==> src/hw/rtl/isq_pkg.sv <==
// Shared types, widths and codes of the indexed sequence store.
package isq_pkg;

    localparam int CAPACITY_DEF    = 64;
    localparam int VALUE_WIDTH_DEF = 32;

    localparam int CMD_W    = 3;
    localparam int POS_W    = 7;
    localparam int DATA_W   = 32;
    localparam int COUNT_W  = 7;
    localparam int STATUS_W = 2;

    typedef enum logic [CMD_W-1:0] {
        CMD_PUSH_TAIL  = 3'd0,
        CMD_POP_BACK   = 3'd1,
        CMD_PUSH_FRONT = 3'd2,
        CMD_POP_FRONT  = 3'd3,
        CMD_INSERT_AT  = 3'd4,
        CMD_ERASE_AT   = 3'd5,
        CMD_CLEAR      = 3'd6
    } t_cmd;

    typedef enum logic [STATUS_W-1:0] {
        ST_OK    = 2'd0,
        ST_EMPTY = 2'd1,
        ST_FULL  = 2'd2,
        ST_RANGE = 2'd3
    } t_status;

    typedef enum logic [2:0] {
        S_IDLE,
        S_POP,
        S_SHIFT,
        S_WRVAL,
        S_FILL
    } t_state;

endpackage

==> src/hw/rtl/isq_if.sv <==
// Request and response channel interfaces of the indexed sequence store.
interface isq_req_if;
    logic                              valid;
    logic                              ready;
    logic [isq_pkg::CMD_W-1:0]         command;
    logic [isq_pkg::POS_W-1:0]         position;
    logic signed [isq_pkg::DATA_W-1:0] value;

    modport source (output valid, command, position, value, input ready);
    modport sink   (input valid, command, position, value, output ready);
endinterface

interface isq_rsp_if;
    logic                                valid;
    logic                                ready;
    logic signed [isq_pkg::DATA_W-1:0]   popped_value;
    logic [isq_pkg::COUNT_W-1:0]         element_count;
    logic [isq_pkg::STATUS_W-1:0]        status;

    modport source (output valid, popped_value, element_count, status, input ready);
    modport sink   (input valid, popped_value, element_count, status, output ready);
endinterface

==> src/hw/rtl/isq_ram.sv <==
// Generic single-write, single-read synchronous RAM with registered read data.
module isq_ram #(
    parameter int WIDTH = 32,
    parameter int DEPTH = 64
) (
    input  logic                     i_clk,
    input  logic                     i_we,
    input  logic [$clog2(DEPTH)-1:0] i_waddr,
    input  logic [WIDTH-1:0]         i_wdata,
    input  logic [$clog2(DEPTH)-1:0] i_raddr,
    output logic [WIDTH-1:0]         o_rdata
);

    logic [WIDTH-1:0] r_mem [DEPTH];
    logic [WIDTH-1:0] r_rdata;

    always_ff @(posedge i_clk) begin
        if (i_we) begin
            r_mem[i_waddr] <= i_wdata;
        end
        r_rdata <= r_mem[i_raddr];
    end

    assign o_rdata = r_rdata;

endmodule

==> src/hw/rtl/indexed_sequence_store_top.sv <==
// Top level of the indexed sequence store: a bounded circular deque in one RAM.
//
// Holds up to CAPACITY signed values in a circular RAM addressed from a head
// pointer, one request at a time, one response per request. Push, clear and
// every rejected request are answered from the idle state; pops go through one
// RAM read. Insert at a position inside the store shifts the entries from the
// position to the end up one place, then writes the value; erase shifts the
// entries behind the position down one place; one moved entry per cycle through
// the RAM's single read and write ports. Insert at or past the end pads with
// zeros, one RAM write per cycle. A new request is taken once the previous one
// has finished and the response register is free or draining. No clearing pass runs after reset.
module indexed_sequence_store_top #(
    parameter int CAPACITY    = isq_pkg::CAPACITY_DEF,
    parameter int VALUE_WIDTH = isq_pkg::VALUE_WIDTH_DEF
) (
    input  logic      i_clk,
    input  logic      i_rst_n,
    isq_req_if.sink   i_req,
    isq_rsp_if.source o_rsp
);

    localparam int HW   = $clog2(CAPACITY);
    localparam int CW   = $clog2(CAPACITY + 1);
    localparam int PW   = ((CW > isq_pkg::POS_W) ? CW : isq_pkg::POS_W) + 1;
    localparam int DW   = isq_pkg::DATA_W;
    localparam int VW   = VALUE_WIDTH;

    isq_pkg::t_state r_state, n_state;

    logic [HW-1:0] r_head, n_head;
    logic [CW-1:0] r_count, n_count;
    logic [CW-1:0] r_idx, n_idx;
    logic [CW-1:0] r_wdst, n_wdst;
    logic [CW-1:0] r_left, n_left;
    logic [CW-1:0] r_pos, n_pos;
    logic          r_wv, n_wv;
    logic          r_erase, n_erase;
    logic [VW-1:0] r_val, n_val;

    logic                           r_o_valid, n_o_valid;
    logic [DW-1:0]                  r_o_popped, n_o_popped;
    logic [isq_pkg::COUNT_W-1:0]    r_o_count, n_o_count;
    isq_pkg::t_status               r_o_status, n_o_status;

    logic          mem_we;
    logic [HW-1:0] mem_waddr;
    logic [VW-1:0] mem_wdata;
    logic [HW-1:0] mem_raddr;
    logic [VW-1:0] mem_rdata;

    logic             req_fire;
    isq_pkg::t_cmd    req_cmd;
    logic [PW-1:0]    pos_e;
    logic [PW-1:0]    cnt_e;
    logic [VW-1:0]    in_val;
    logic             is_full;
    logic             is_empty;
    logic             ins_inside;
    logic             ins_overflow;
    logic             erase_range;
    logic             shift_done;
    logic             fill_done;

    function automatic logic [HW-1:0] f_slot(input logic [HW-1:0] h, input logic [CW-1:0] i);
        logic [CW:0] s;
        s = (CW+1)'(h) + (CW+1)'(i);
        if (s >= (CW+1)'(CAPACITY)) begin
            s = s - (CW+1)'(CAPACITY);
        end
        return s[HW-1:0];
    endfunction

    function automatic logic [DW-1:0] f_to_out(input logic [VW-1:0] d);
        logic [DW+VW-1:0] x;
        x = {{DW{d[VW-1]}}, d};
        return x[DW-1:0];
    endfunction

    isq_ram #(
        .WIDTH (VW),
        .DEPTH (CAPACITY)
    ) u_ram (
        .i_clk   (i_clk),
        .i_we    (mem_we),
        .i_waddr (mem_waddr),
        .i_wdata (mem_wdata),
        .i_raddr (mem_raddr),
        .o_rdata (mem_rdata)
    );

    assign i_req.ready = (r_state == isq_pkg::S_IDLE) && (!r_o_valid || o_rsp.ready);
    assign req_fire    = i_req.valid && i_req.ready;

    assign o_rsp.valid         = r_o_valid;
    assign o_rsp.popped_value  = r_o_popped;
    assign o_rsp.element_count = r_o_count;
    assign o_rsp.status        = r_o_status;

    always_comb begin
        logic [DW+VW-1:0] ext;
        ext    = {{VW{i_req.value[DW-1]}}, i_req.value};
        in_val = ext[VW-1:0];
    end

    always_comb begin
        if ((isq_pkg::t_cmd'(i_req.command) == isq_pkg::CMD_INSERT_AT)
                && (i_req.position == '0)) begin
            req_cmd = isq_pkg::CMD_PUSH_FRONT;
        end else begin
            req_cmd = isq_pkg::t_cmd'(i_req.command);
        end
    end

    assign pos_e        = PW'(i_req.position);
    assign cnt_e        = PW'(r_count);
    assign is_full      = (r_count >= CW'(CAPACITY));
    assign is_empty     = (r_count == '0);
    assign ins_inside   = (pos_e < cnt_e);
    assign ins_overflow = ((pos_e + PW'(2)) > PW'(CAPACITY));
    assign erase_range  = (pos_e >= cnt_e);
    assign shift_done   = (r_left == '0);
    assign fill_done    = (r_idx == (r_pos + CW'(1)));

    // next state
    always_comb begin
        n_state = r_state;
        unique case (r_state)
            isq_pkg::S_IDLE: begin
                if (req_fire) begin
                    unique case (req_cmd)
                        isq_pkg::CMD_POP_BACK,
                        isq_pkg::CMD_POP_FRONT: begin
                            if (!is_empty) n_state = isq_pkg::S_POP;
                        end
                        isq_pkg::CMD_INSERT_AT: begin
                            if (ins_inside) begin
                                if (!is_full) n_state = isq_pkg::S_SHIFT;
                            end else if (!ins_overflow) begin
                                n_state = isq_pkg::S_FILL;
                            end
                        end
                        isq_pkg::CMD_ERASE_AT: begin
                            if (!erase_range) n_state = isq_pkg::S_SHIFT;
                        end
                        default: n_state = isq_pkg::S_IDLE;
                    endcase
                end
            end
            isq_pkg::S_POP:   n_state = isq_pkg::S_IDLE;
            isq_pkg::S_SHIFT: begin
                if (shift_done) begin
                    n_state = r_erase ? isq_pkg::S_IDLE : isq_pkg::S_WRVAL;
                end
            end
            isq_pkg::S_WRVAL: n_state = isq_pkg::S_IDLE;
            isq_pkg::S_FILL: begin
                if (fill_done) n_state = isq_pkg::S_IDLE;
            end
            default: n_state = isq_pkg::S_IDLE;
        endcase
    end

    // datapath, RAM control and response
    always_comb begin
        n_head     = r_head;
        n_count    = r_count;
        n_idx      = r_idx;
        n_wdst     = r_wdst;
        n_left     = r_left;
        n_pos      = r_pos;
        n_wv       = r_wv;
        n_erase    = r_erase;
        n_val      = r_val;
        n_o_valid  = r_o_valid && !o_rsp.ready;
        n_o_popped = r_o_popped;
        n_o_count  = r_o_count;
        n_o_status = r_o_status;
        mem_we     = 1'b0;
        mem_waddr  = f_slot(r_head, r_wdst);
        mem_wdata  = mem_rdata;
        mem_raddr  = f_slot(r_head, r_idx);

        unique case (r_state)
            isq_pkg::S_IDLE: begin
                if (req_fire) begin
                    n_o_valid  = 1'b1;
                    n_o_popped = '0;
                    n_o_count  = isq_pkg::COUNT_W'(r_count);
                    n_o_status = isq_pkg::ST_OK;
                    n_val      = in_val;
                    n_pos      = CW'(i_req.position);
                    n_wv       = 1'b0;
                    unique case (req_cmd)
                        isq_pkg::CMD_PUSH_TAIL: begin
                            if (is_full) begin
                                n_o_status = isq_pkg::ST_FULL;
                            end else begin
                                mem_we    = 1'b1;
                                mem_waddr = f_slot(r_head, r_count);
                                mem_wdata = in_val;
                                n_count   = r_count + CW'(1);
                                n_o_count = isq_pkg::COUNT_W'(r_count + CW'(1));
                            end
                        end
                        isq_pkg::CMD_POP_BACK: begin
                            if (is_empty) begin
                                n_o_status = isq_pkg::ST_EMPTY;
                            end else begin
                                n_o_valid = 1'b0;
                                mem_raddr = f_slot(r_head, r_count - CW'(1));
                                n_count   = r_count - CW'(1);
                            end
                        end
                        isq_pkg::CMD_PUSH_FRONT: begin
                            if (is_full) begin
                                n_o_status = isq_pkg::ST_FULL;
                            end else begin
                                n_head    = (r_head == '0) ? HW'(CAPACITY - 1)
                                                           : r_head - HW'(1);
                                mem_we    = 1'b1;
                                mem_waddr = n_head;
                                mem_wdata = in_val;
                                n_count   = r_count + CW'(1);
                                n_o_count = isq_pkg::COUNT_W'(r_count + CW'(1));
                            end
                        end
                        isq_pkg::CMD_POP_FRONT: begin
                            if (is_empty) begin
                                n_o_status = isq_pkg::ST_EMPTY;
                            end else begin
                                n_o_valid = 1'b0;
                                mem_raddr = r_head;
                                n_head    = f_slot(r_head, CW'(1));
                                n_count   = r_count - CW'(1);
                            end
                        end
                        isq_pkg::CMD_INSERT_AT: begin
                            if (ins_inside) begin
                                if (is_full) begin
                                    n_o_status = isq_pkg::ST_FULL;
                                end else begin
                                    n_o_valid = 1'b0;
                                    n_erase   = 1'b0;
                                    n_idx     = r_count - CW'(1);
                                    n_left    = r_count - CW'(i_req.position);
                                end
                            end else if (ins_overflow) begin
                                n_o_status = isq_pkg::ST_FULL;
                            end else begin
                                n_o_valid = 1'b0;
                                n_idx     = r_count;
                            end
                        end
                        isq_pkg::CMD_ERASE_AT: begin
                            if (erase_range) begin
                                n_o_status = isq_pkg::ST_RANGE;
                            end else begin
                                n_o_valid = 1'b0;
                                n_erase   = 1'b1;
                                n_idx     = CW'(i_req.position) + CW'(1);
                                n_left    = r_count - CW'(1) - CW'(i_req.position);
                            end
                        end
                        isq_pkg::CMD_CLEAR: begin
                            n_count   = '0;
                            n_head    = '0;
                            n_o_count = '0;
                        end
                        default: n_o_status = isq_pkg::ST_OK;
                    endcase
                end
            end
            isq_pkg::S_POP: begin
                n_o_valid  = 1'b1;
                n_o_popped = f_to_out(mem_rdata);
                n_o_count  = isq_pkg::COUNT_W'(r_count);
                n_o_status = isq_pkg::ST_OK;
            end
            isq_pkg::S_SHIFT: begin
                // read one entry, write it back one place over on the next cycle
                if (r_left != '0) begin
                    n_wdst = r_erase ? r_idx - CW'(1) : r_idx + CW'(1);
                    n_idx  = r_erase ? r_idx + CW'(1) : r_idx - CW'(1);
                    n_left = r_left - CW'(1);
                    n_wv   = 1'b1;
                end else begin
                    n_wv   = 1'b0;
                end
                mem_we = r_wv;
                if (shift_done && r_erase) begin
                    n_count    = r_count - CW'(1);
                    n_o_valid  = 1'b1;
                    n_o_popped = '0;
                    n_o_count  = isq_pkg::COUNT_W'(r_count - CW'(1));
                    n_o_status = isq_pkg::ST_OK;
                end
            end
            isq_pkg::S_WRVAL: begin
                mem_we     = 1'b1;
                mem_waddr  = f_slot(r_head, r_pos);
                mem_wdata  = r_val;
                n_count    = r_count + CW'(1);
                n_o_valid  = 1'b1;
                n_o_popped = '0;
                n_o_count  = isq_pkg::COUNT_W'(r_count + CW'(1));
                n_o_status = isq_pkg::ST_OK;
            end
            isq_pkg::S_FILL: begin
                // pad with zeros, value at the requested position
                mem_we    = 1'b1;
                mem_waddr = f_slot(r_head, r_idx);
                mem_wdata = (r_idx == r_pos) ? r_val : '0;
                n_idx     = r_idx + CW'(1);
                if (fill_done) begin
                    n_count    = r_idx + CW'(1);
                    n_o_valid  = 1'b1;
                    n_o_popped = '0;
                    n_o_count  = isq_pkg::COUNT_W'(r_idx + CW'(1));
                    n_o_status = isq_pkg::ST_OK;
                end
            end
            default: n_o_valid = r_o_valid && !o_rsp.ready;
        endcase
    end

    always_ff @(posedge i_clk) begin
        if (!i_rst_n) begin
            r_state   <= isq_pkg::S_IDLE;
            r_head    <= '0;
            r_count   <= '0;
            r_wv      <= 1'b0;
            r_o_valid <= 1'b0;
        end else begin
            r_state   <= n_state;
            r_head    <= n_head;
            r_count   <= n_count;
            r_wv      <= n_wv;
            r_o_valid <= n_o_valid;
        end
    end

    always_ff @(posedge i_clk) begin
        r_idx      <= n_idx;
        r_wdst     <= n_wdst;
        r_left     <= n_left;
        r_pos      <= n_pos;
        r_erase    <= n_erase;
        r_val      <= n_val;
        r_o_popped <= n_o_popped;
        r_o_count  <= n_o_count;
        r_o_status <= n_o_status;
    end

endmodule
==> src/flat_wrapper.sv <==
// flat-port wrapper written by rule: the top's interface ports become plain ports
module indexed_sequence_store_top_flat 
#(
    parameter int CAPACITY    = isq_pkg::CAPACITY_DEF,
    parameter int VALUE_WIDTH = isq_pkg::VALUE_WIDTH_DEF
)
  (i_clk, i_rst_n, i_req_valid, i_req_command, i_req_position, i_req_value, i_req_ready, o_rsp_valid, o_rsp_popped_value, o_rsp_element_count, o_rsp_status, o_rsp_ready);
  isq_req_if i_req_i ();
  isq_rsp_if o_rsp_i ();
  input  logic i_clk;
  input  logic i_rst_n;
  input wire logic [$bits(i_req_i.valid)-1:0] i_req_valid;
  input wire logic [$bits(i_req_i.command)-1:0] i_req_command;
  input wire logic [$bits(i_req_i.position)-1:0] i_req_position;
  input wire logic [$bits(i_req_i.value)-1:0] i_req_value;
  output wire logic [$bits(i_req_i.ready)-1:0] i_req_ready;
  output wire logic [$bits(o_rsp_i.valid)-1:0] o_rsp_valid;
  output wire logic [$bits(o_rsp_i.popped_value)-1:0] o_rsp_popped_value;
  output wire logic [$bits(o_rsp_i.element_count)-1:0] o_rsp_element_count;
  output wire logic [$bits(o_rsp_i.status)-1:0] o_rsp_status;
  input wire logic [$bits(o_rsp_i.ready)-1:0] o_rsp_ready;
  assign i_req_i.valid = i_req_valid;
  assign i_req_i.command = i_req_command;
  assign i_req_i.position = i_req_position;
  assign i_req_i.value = i_req_value;
  assign i_req_ready = i_req_i.ready;
  assign o_rsp_valid = o_rsp_i.valid;
  assign o_rsp_popped_value = o_rsp_i.popped_value;
  assign o_rsp_element_count = o_rsp_i.element_count;
  assign o_rsp_status = o_rsp_i.status;
  assign o_rsp_i.ready = o_rsp_ready;
  indexed_sequence_store_top #(.CAPACITY(CAPACITY), .VALUE_WIDTH(VALUE_WIDTH)) u_core (.i_clk(i_clk), .i_rst_n(i_rst_n), .i_req(i_req_i), .o_rsp(o_rsp_i));
endmodule
==> config.mk <==
export PLATFORM = sky130hd
export DESIGN_NAME = indexed_sequence_store_top_flat
export DESIGN_NICKNAME = d
export VERILOG_FILES = /design/src/hw/rtl/isq_pkg.sv /design/src/hw/rtl/isq_if.sv /design/src/hw/rtl/isq_ram.sv /design/src/hw/rtl/indexed_sequence_store_top.sv /design/src/flat_wrapper.sv
export SDC_FILE = /design/constraint.sdc
export NUM_CORES = 2
export LEC_CHECK = 0
export BUFFER_PORTS_ARGS = -buffer_cell sky130_fd_sc_hd__clkbuf_2
export CAP_MARGIN = 5
export CORE_UTILIZATION = 46
export DETAILED_ROUTE_END_ITERATION = 6
export SYNTH_ARGS = -nofsm -noshare
export SYNTH_HDL_FRONTEND = slang
export SYNTH_SLANG_ARGS = --single-unit
==> constraint.sdc <==
create_clock -name i_clk -period 4.9 [get_ports i_clk]
set_input_delay 1.225 -clock i_clk [delete_from_list [all_inputs] [get_ports i_clk]]
set_output_delay 1.225 -clock i_clk [all_outputs]
set_load 0.01 [all_outputs]
* After elaboration in Yosys (flattened, before gate mapping) *
Memory sizes are Yosys's and may differ from the RTL's. A register that Yosys moved wholly into a read port is not among the register bits.
Index checks and enable logic that the tools add are counted.

word-level totals
  input bits = 46
  RAM bits = 2048
  output and inout bits = 43
  word-level logic and storage cells = 217
  memories = 1
  register bits after elaboration = 120

memories
  memory              words  width  read ports  clocked after memory_dff  wr ports  RTL line       source
  u_core.u_ram.r_mem  64     32     1           1                         1         isq_ram.sv:14  logic [WIDTH-1:0] r_mem [DEPTH];

operators by class
  equal/unequal tests = 31
  $lt $le $gt $ge = 10
  reductions and logical operators = 37
  $add $sub $neg = 23
  mux-type cells = 101

operator list
  operator                                                            count
  2-to-1 mux 32 bit                                                   7
  one-hot mux 32 bit (5 select lines)                                 1
  2-to-1 mux 7 bit                                                    19
  2-to-1 mux 6 bit                                                    16
  one-hot mux 32 bit (3 select lines)                                 1
  one-hot mux 7 bit (2 select lines)                                  4
  one-hot mux 7 bit (3 select lines)                                  2
  subtractor 6 x 1 -> 6 bit (second input constant)                   7
  adder 6 x 7 -> 8 bit                                                5
  greater-or-equal comparator 8 x 7 -> 1 bit (second input constant)  5
  one-hot mux 6 bit (3 select lines)                                  2
  one-hot mux 7 bit (5 select lines)                                  1
  adder 7 x 1 -> 7 bit (second input constant)                        4
  one-hot mux 7 bit (4 select lines)                                  1
  2-to-1 mux 3 bit                                                    9
  one-hot mux 6 bit (2 select lines)                                  2
  zero test 7 bit                                                     3
  AND reduction 7 bit                                                 3
  subtractor 7 x 1 -> 7 bit (second input constant)                   3
  2-to-1 mux 1 bit                                                    19
  one-hot mux 3 bit (3 select lines)                                  2
  2-to-1 mux 2 bit                                                    8
  one-hot mux 2 bit (4 select lines)                                  2
  == test 3 bit (second input constant)                               5
  34 further kinds                                                    71

* Depth between registers and ports, before layout *
  depth in word-level cells = 10
  depth in mapped cells = 18
  depth with buffers taken out = 13

* Cells and area by module *
A second synthesis with hierarchy kept.

second synthesis, totals
  cell total of the unflattened synthesis = 4529
  area total of the unflattened synthesis = 88228.4 um^2

by module, submodules not included
  module                      cells each  sequential area each (um^2)  instances  area each (um^2)
  isq_ram                     3511        62139.6                      1          79039.6
  indexed_sequence_store_top  1018        3393.3                       1          9188.8

* Worst setup path before layout *
OpenSTA, ideal clock, no wires.

  kind = input-to-reg
  start point = input port i_req_position[1]
  end point = memory u_core.u_ram.r_mem[0][0] (enable)
  setup slack = -0.151 ns
  arrival = 4.630 ns
  data required time = 4.479 ns
  stages = 10
  path through = inv_1 > ha_1 > and4bb_2 > a31oi_2 > nor4_2 > nor3_1 > a211oi_1 > and3b_1 > nand2_1 > nor2_1

between the ends
  longest elaborated chain between the ends = 10
  elaborated cells on any way between the ends = 14
  classes of those cells = 1 x eq/ne; 9 x mux; 4 x reduce/logical

RTL lines
  what                                                       RTL line                           source
  start: declaration                                         flat_wrapper.sv:14                 input wire logic [$bits(i_req_i.position)-1:0] i_req_position;
  zero test 7 bit (*)                                        indexed_sequence_store_top.sv:107  && (i_req.position == '0)) begin
  logical AND 1 bit (*)                                      indexed_sequence_store_top.sv:107
  2-to-1 mux 3 bit (*)                                       indexed_sequence_store_top.sv:106  if ((isq_pkg::t_cmd'(i_req.command) == isq_pkg::CMD_INSERT_AT)
  == test 3 x 2 -> 1 bit or zero test 3 bit (tied branches)  indexed_sequence_store_top.sv:193  unique case (req_cmd)
  OR reduction 2 bit (no line)                               n/a
  2-to-1 mux 1 bit                                           n/a
  2-to-1 mux 1 bit                                           indexed_sequence_store_top.sv:185  if (req_fire) begin
  one-hot mux 1 bit (3 select lines)                         indexed_sequence_store_top.sv:183  unique case (r_state)
  2-to-1 mux 1 bit                                           isq_ram.sv:18                      if (i_we) begin
  2-to-1 mux 1 bit (not written as such)                     isq_ram.sv:19                      r_mem[i_waddr] <= i_wdata;
  end: declaration                                           isq_ram.sv:14

Mark *: on every way between the ends. The rest lies on a longest branch, timed or not.

* Worst setup path in the final report *
  start point = register u_core.r_count[0]
  end point = register u_core.u_ram.r_rdata[9], in the netlist u_core.u_ram.o_rdata[9] (read register of u_core.u_ram.r_mem)

between the ends
  longest elaborated chain between the ends = 8
  elaborated cells on any way between the ends = 11
  classes of those cells = 3 x add/sub; 1 x order compare; 6 x mux; 1 x reduce/logical

RTL lines
  what                                                                                     RTL line                                                            source
  start: declaration                                                                       indexed_sequence_store_top.sv:31                                    logic [CW-1:0] r_count, n_count;
  start signal: assignment                                                                 indexed_sequence_store_top.sv:336                                   r_count <= n_count;
  subtractor 7 x 1 -> 7 bit                                                                indexed_sequence_store_top.sv:210                                   mem_raddr = f_slot(r_head, r_count - CW'(1));
  adder 6 x 7 -> 8 bit                                                                     indexed_sequence_store_top.sv:66                                    s = (CW+1)'(h) + (CW+1)'(i);
  greater-or-equal comparator 8 x 7 -> 1 bit or subtractor 6 x 1 -> 6 bit (tied branches)  indexed_sequence_store_top.sv:67, indexed_sequence_store_top.sv:68
  2-to-1 mux 6 bit                                                                         indexed_sequence_store_top.sv:67                                    if (s >= (CW+1)'(CAPACITY)) begin
  2-to-1 mux 6 bit                                                                         indexed_sequence_store_top.sv:206                                   if (is_empty) begin
  one-hot mux 6 bit (2 select lines) (*)                                                   indexed_sequence_store_top.sv:193
  2-to-1 mux 6 bit (*)                                                                     indexed_sequence_store_top.sv:185
  2-to-1 mux 6 bit (*)                                                                     indexed_sequence_store_top.sv:183
  end: declaration                                                                         isq_ram.sv:15                                                       logic [WIDTH-1:0] r_rdata;

Marks and branches as above.
A chain may end at the register's enable or synchronous reset.

==> reports/qor.yml <==
flow_run:
  maxCapViolations: 0
synth:
  synth_edf_count: 2149
  syn_area_mm2: 0.0894
  yosys_warnings: 0
  syn_avg_cell_area_um2: 17.3
  synth-seq-cells: 2199
  synth.top_cells.by_area: "edfxtp_1 72%, mux4_2 7.4%, mux2i_1 3.3%"
  yosysTopAreaCell: "edfxtp_1"
  synth_seq_area_share_pct: 73.3
  synthCells: 5182
  synth.distinct_cells: 98
  synth_ff_type: "edfxtp_1"
  synthArstFlopShare_pct: 0
  synth.net_count: 5287
  yosysTopAreaCellShare_pct: 72.2
detailed_routing:
  drt_wl_total_um: 270000
  drc: 0
  drt_iter0_markers: 7969
  wl_per_cell_um: 32.3
  via_per_inst: 6.24
  ant_nets: 1
  drt_first_pass_iters: 6
  num_vias: 52200
clocking:
  cts_tree: "done"
  cts_sinks: 2199
  hold_buffers: 0
  worstSkewPairLatency_ns: 0.87
  cts_made_buffers: 218
  h-tree-depth: 4
  clockRootBuffer: "clkbuf_16"
  path_clk_slew_ns: 0.06
  clock_path_buffers: 3
pwr:
  p_total_mw: 58.1
  powerDensity_mw_per_mm2: 559
  p_int_mw: 38.5
  clock_power_share_pct: 27.8
  p_comb_share_pct: 30.4
  swShare_pct: 33.8
  vdd_ir_drop_max_mv: 0.492
  power_switching_mw: 19.7
  power_frac_seq_pct: 41.8
  p_leak_nw: 34.8
grt:
  antenna_found_initial: 22
  first_global_vias: 49600
  grt_start_max_net_pins: 65
  grt_pass1_wl_um: 379000
  overflow: 0
  track_usage_pct: 27.3
timing:
  drv_slew: 0
  fin_tns_setup_ns: 0
  relSlewSlack_pct: 21.8
  rsz0062_at_grt: "no"
  layout_setup_ws_ns: 0.00615
  clock_skew_ns: 0.0433
  hold_violations: 0
  layout_min_cycle_time_ns: 4.89
  finalCritPeriodShare_pct: 99.9
  setup_viol: 0
  max_freq_mhz: 204
  worst_slew_pin_slew_ns: 1.17
die:
  row_count: 161
  dieHeight_um: 443
  core_mm2: 0.193
  die_w_um: 443
  fp.dieArea_mm2: 0.196
  start_util_pct: 46.4
  io_pins: 89
placement:
  io_buffers: 88
  finalWeightedCongestion: 0.921
  place_ws_ns: -0.526
  placed_area_mm2: 0.0971
  dp_hpwl_um: 170000
setup_path:
  rr_worst_depth: 14
  endpoint_kind: "register"
  slowest_stage: "nor3_1"
  arrival_ns: 5.60
  start_kind: "register"
  crit_required_ns: 5.60
  path_class: "reg2reg"
  worst_path_largest_cell_delay_ns: 0.81
  cp_max_fo: 13
  path_cells: "inv_1 -> ha_1 -> inv_1 -> ha_1 -> a211oi_1 -> o21bai_1 -> a21oi_1 -> xnor2_2 -> o311a_2 -> nor2_1 -> nand2_1 -> buf_4 -> nor3_1 -> nor4_1"
finish:
  multi_input_area_mm2: 0.0226
  fillers: 15000
  utilization_pct: 54.0
  final_cell_area_mm2: 0.104
  nNetsFinal: 5762
  areaGrowthSynthToFinish_pct: 16.3
  drive_gt1_share_pct: 22.7
  regArea_mm2: 0.0655
status:
  status: "complete, but fails checks"
  violations: "antenna violations"
hold_path:
  hold_class: "reg2reg"
  hold_depth: 2
[power groups by stage]
stage	clock (mW)	sequential (mW)	combinational, mW
final	16.2	24.3	17.7
after global routing	17.1	24.3	18.3
after CTS	16.4	24.2	17.6
after detailed placement	0	24.6	17.5
after global placement	0	24.6	17.3
after floorplan	0	24.3	8.86
[cell type report]
cell class                      count  share of cell area, %
Sequential cell                  2199                   63.0
Multi-Input combinational cell   2634                   21.7
Tap cell                         2526                   3.04
Clock buffer                      275                   5.63
Antenna cell                       10                 0.0241
Inverter                           42                  0.152
Clock inverter                    120                  0.968
Timing Repair Buffer              562                   5.49
[metal layers]
layer	GRT usage, %	vias up	share of wire, %
met3	5.42	474	10
met4	9.30	14	3.6
met2	41.6	2904	46
li1	-	21700	-
met5	0	-	0.045
met1	39.2	27100	41
[critical path: cells and delay by family (launching register included)]
family          cells  cell delay, ns
xor+xnor            1            0.15
fa+ha+maj           2            0.64
flops               1            0.41
buf+inv             3            0.60
simple gates        4            1.70
compound gates      4            1.21
[placed cells by master (no fill, tap or decap), types with 47 or more instances in the layout]
| master | instances |
|---|---|
| a21oi_1 | 113 |
| and3_1 | 70 |
| buf_12 | 137 |
| buf_4 | 337 |
| clkbuf_16 | 223 |
| clkbuf_2 | 88 |
| clkinv_1 | 59 |
| dfxtp_1 | 50 |
| edfxtp_1 | 2149 |
| ha_1 | 52 |
| mux2i_1 | 291 |
| mux4_2 | 295 |
| nand2_1 | 563 |
| nand3_1 | 185 |
| nor2_1 | 90 |
| nor2_4 | 68 |
| nor3_1 | 47 |
| o21ai_0 | 70 |
| o22ai_1 | 130 |
| xnor2_1 | 69 |
[Yosys cell counts (10+ instances only)]
library cell / instances
a211o_1: 21
a211oi_1: 42
a21o_1: 17
a21oi_1: 114
a221o_1: 41
a221oi_1: 14
a22o_1: 37
a22oi_1: 24
a311oi_1: 44
a31oi_1: 18
a32oi_1: 18
and2_1: 38
and3_1: 71
buf_1: 17
buf_2: 103
buf_4: 30
buf_6: 47
clkbuf_1: 101
dfxtp_1: 50
edfxtp_1: 2149
ha_1: 52
inv_1: 40
mux2i_1: 292
mux4_2: 295
nand2_1: 563
nand2b_1: 12
nand3_1: 185
nor2_1: 159
nor3_1: 50
nor3b_1: 10
nor4_1: 14
o211ai_1: 19
o21ai_0: 70
o221ai_1: 17
o22a_1: 12
o22ai_1: 130
o311ai_0: 12
xnor2_1: 69
xor2_1: 24
[repair_timing]
action	CTS	global route
pin swaps	0	1
cloned	0	0
setup endpoints to repair	2	6
resized for setup	2	6
buffers inserted	0	2
[through the flow]
step           std cells  hold slack, ns
3_3_place_gp        7961           0.512
6_report            8368           0.532
5_1_grt             8359           0.537
3_5_place_dp        7961           0.505
2_1_floorplan       5182           0.472
4_1_cts             8356           0.504
[flip-flops by register name, summed over array words and instances (netlist names), 2 cells and up]
name	count
u_core.r_wdst	6
u_core.r_count	7
u_core.o_rsp.popped_value	32
u_core.r_val	32
u_core.r_left	7
u_core.r_idx	7
u_core.r_head	6
u_core.u_ram.r_mem	2048
u_core.o_rsp.element_count	7
u_core.u_ram.o_rdata	32
u_core.o_rsp.status	2
u_core.r_pos	7
u_core.r_state	3
[path summary, 6_finish.rpt]
check,from,to,slack [ns]
setup / recovery,u_core.r_count[0],u_core.u_ram.o_rdata[9],0.006
hold / removal,u_core.r_wv,u_core.r_wv,0.53
setup reg to reg,u_core.r_count[0],u_core.u_ram.o_rdata[9],0.006
hold reg to reg,u_core.r_wv,u_core.r_wv,0.53
[kinds of logic after synthesis]
| group | synth area share [%] |
|---|---|
| AOI/OAI and AO/OA | 6.04 |
| xor gates and xnor gates | 0.929 |
| adders and majority gates | 0.884 |
| buffers and inverters | 2.25 |
| DFF | 73.3 |
| muxes | 10.8 |
| and+or+nand+nor | 5.86 |
(Power assumes the default switching activity.)
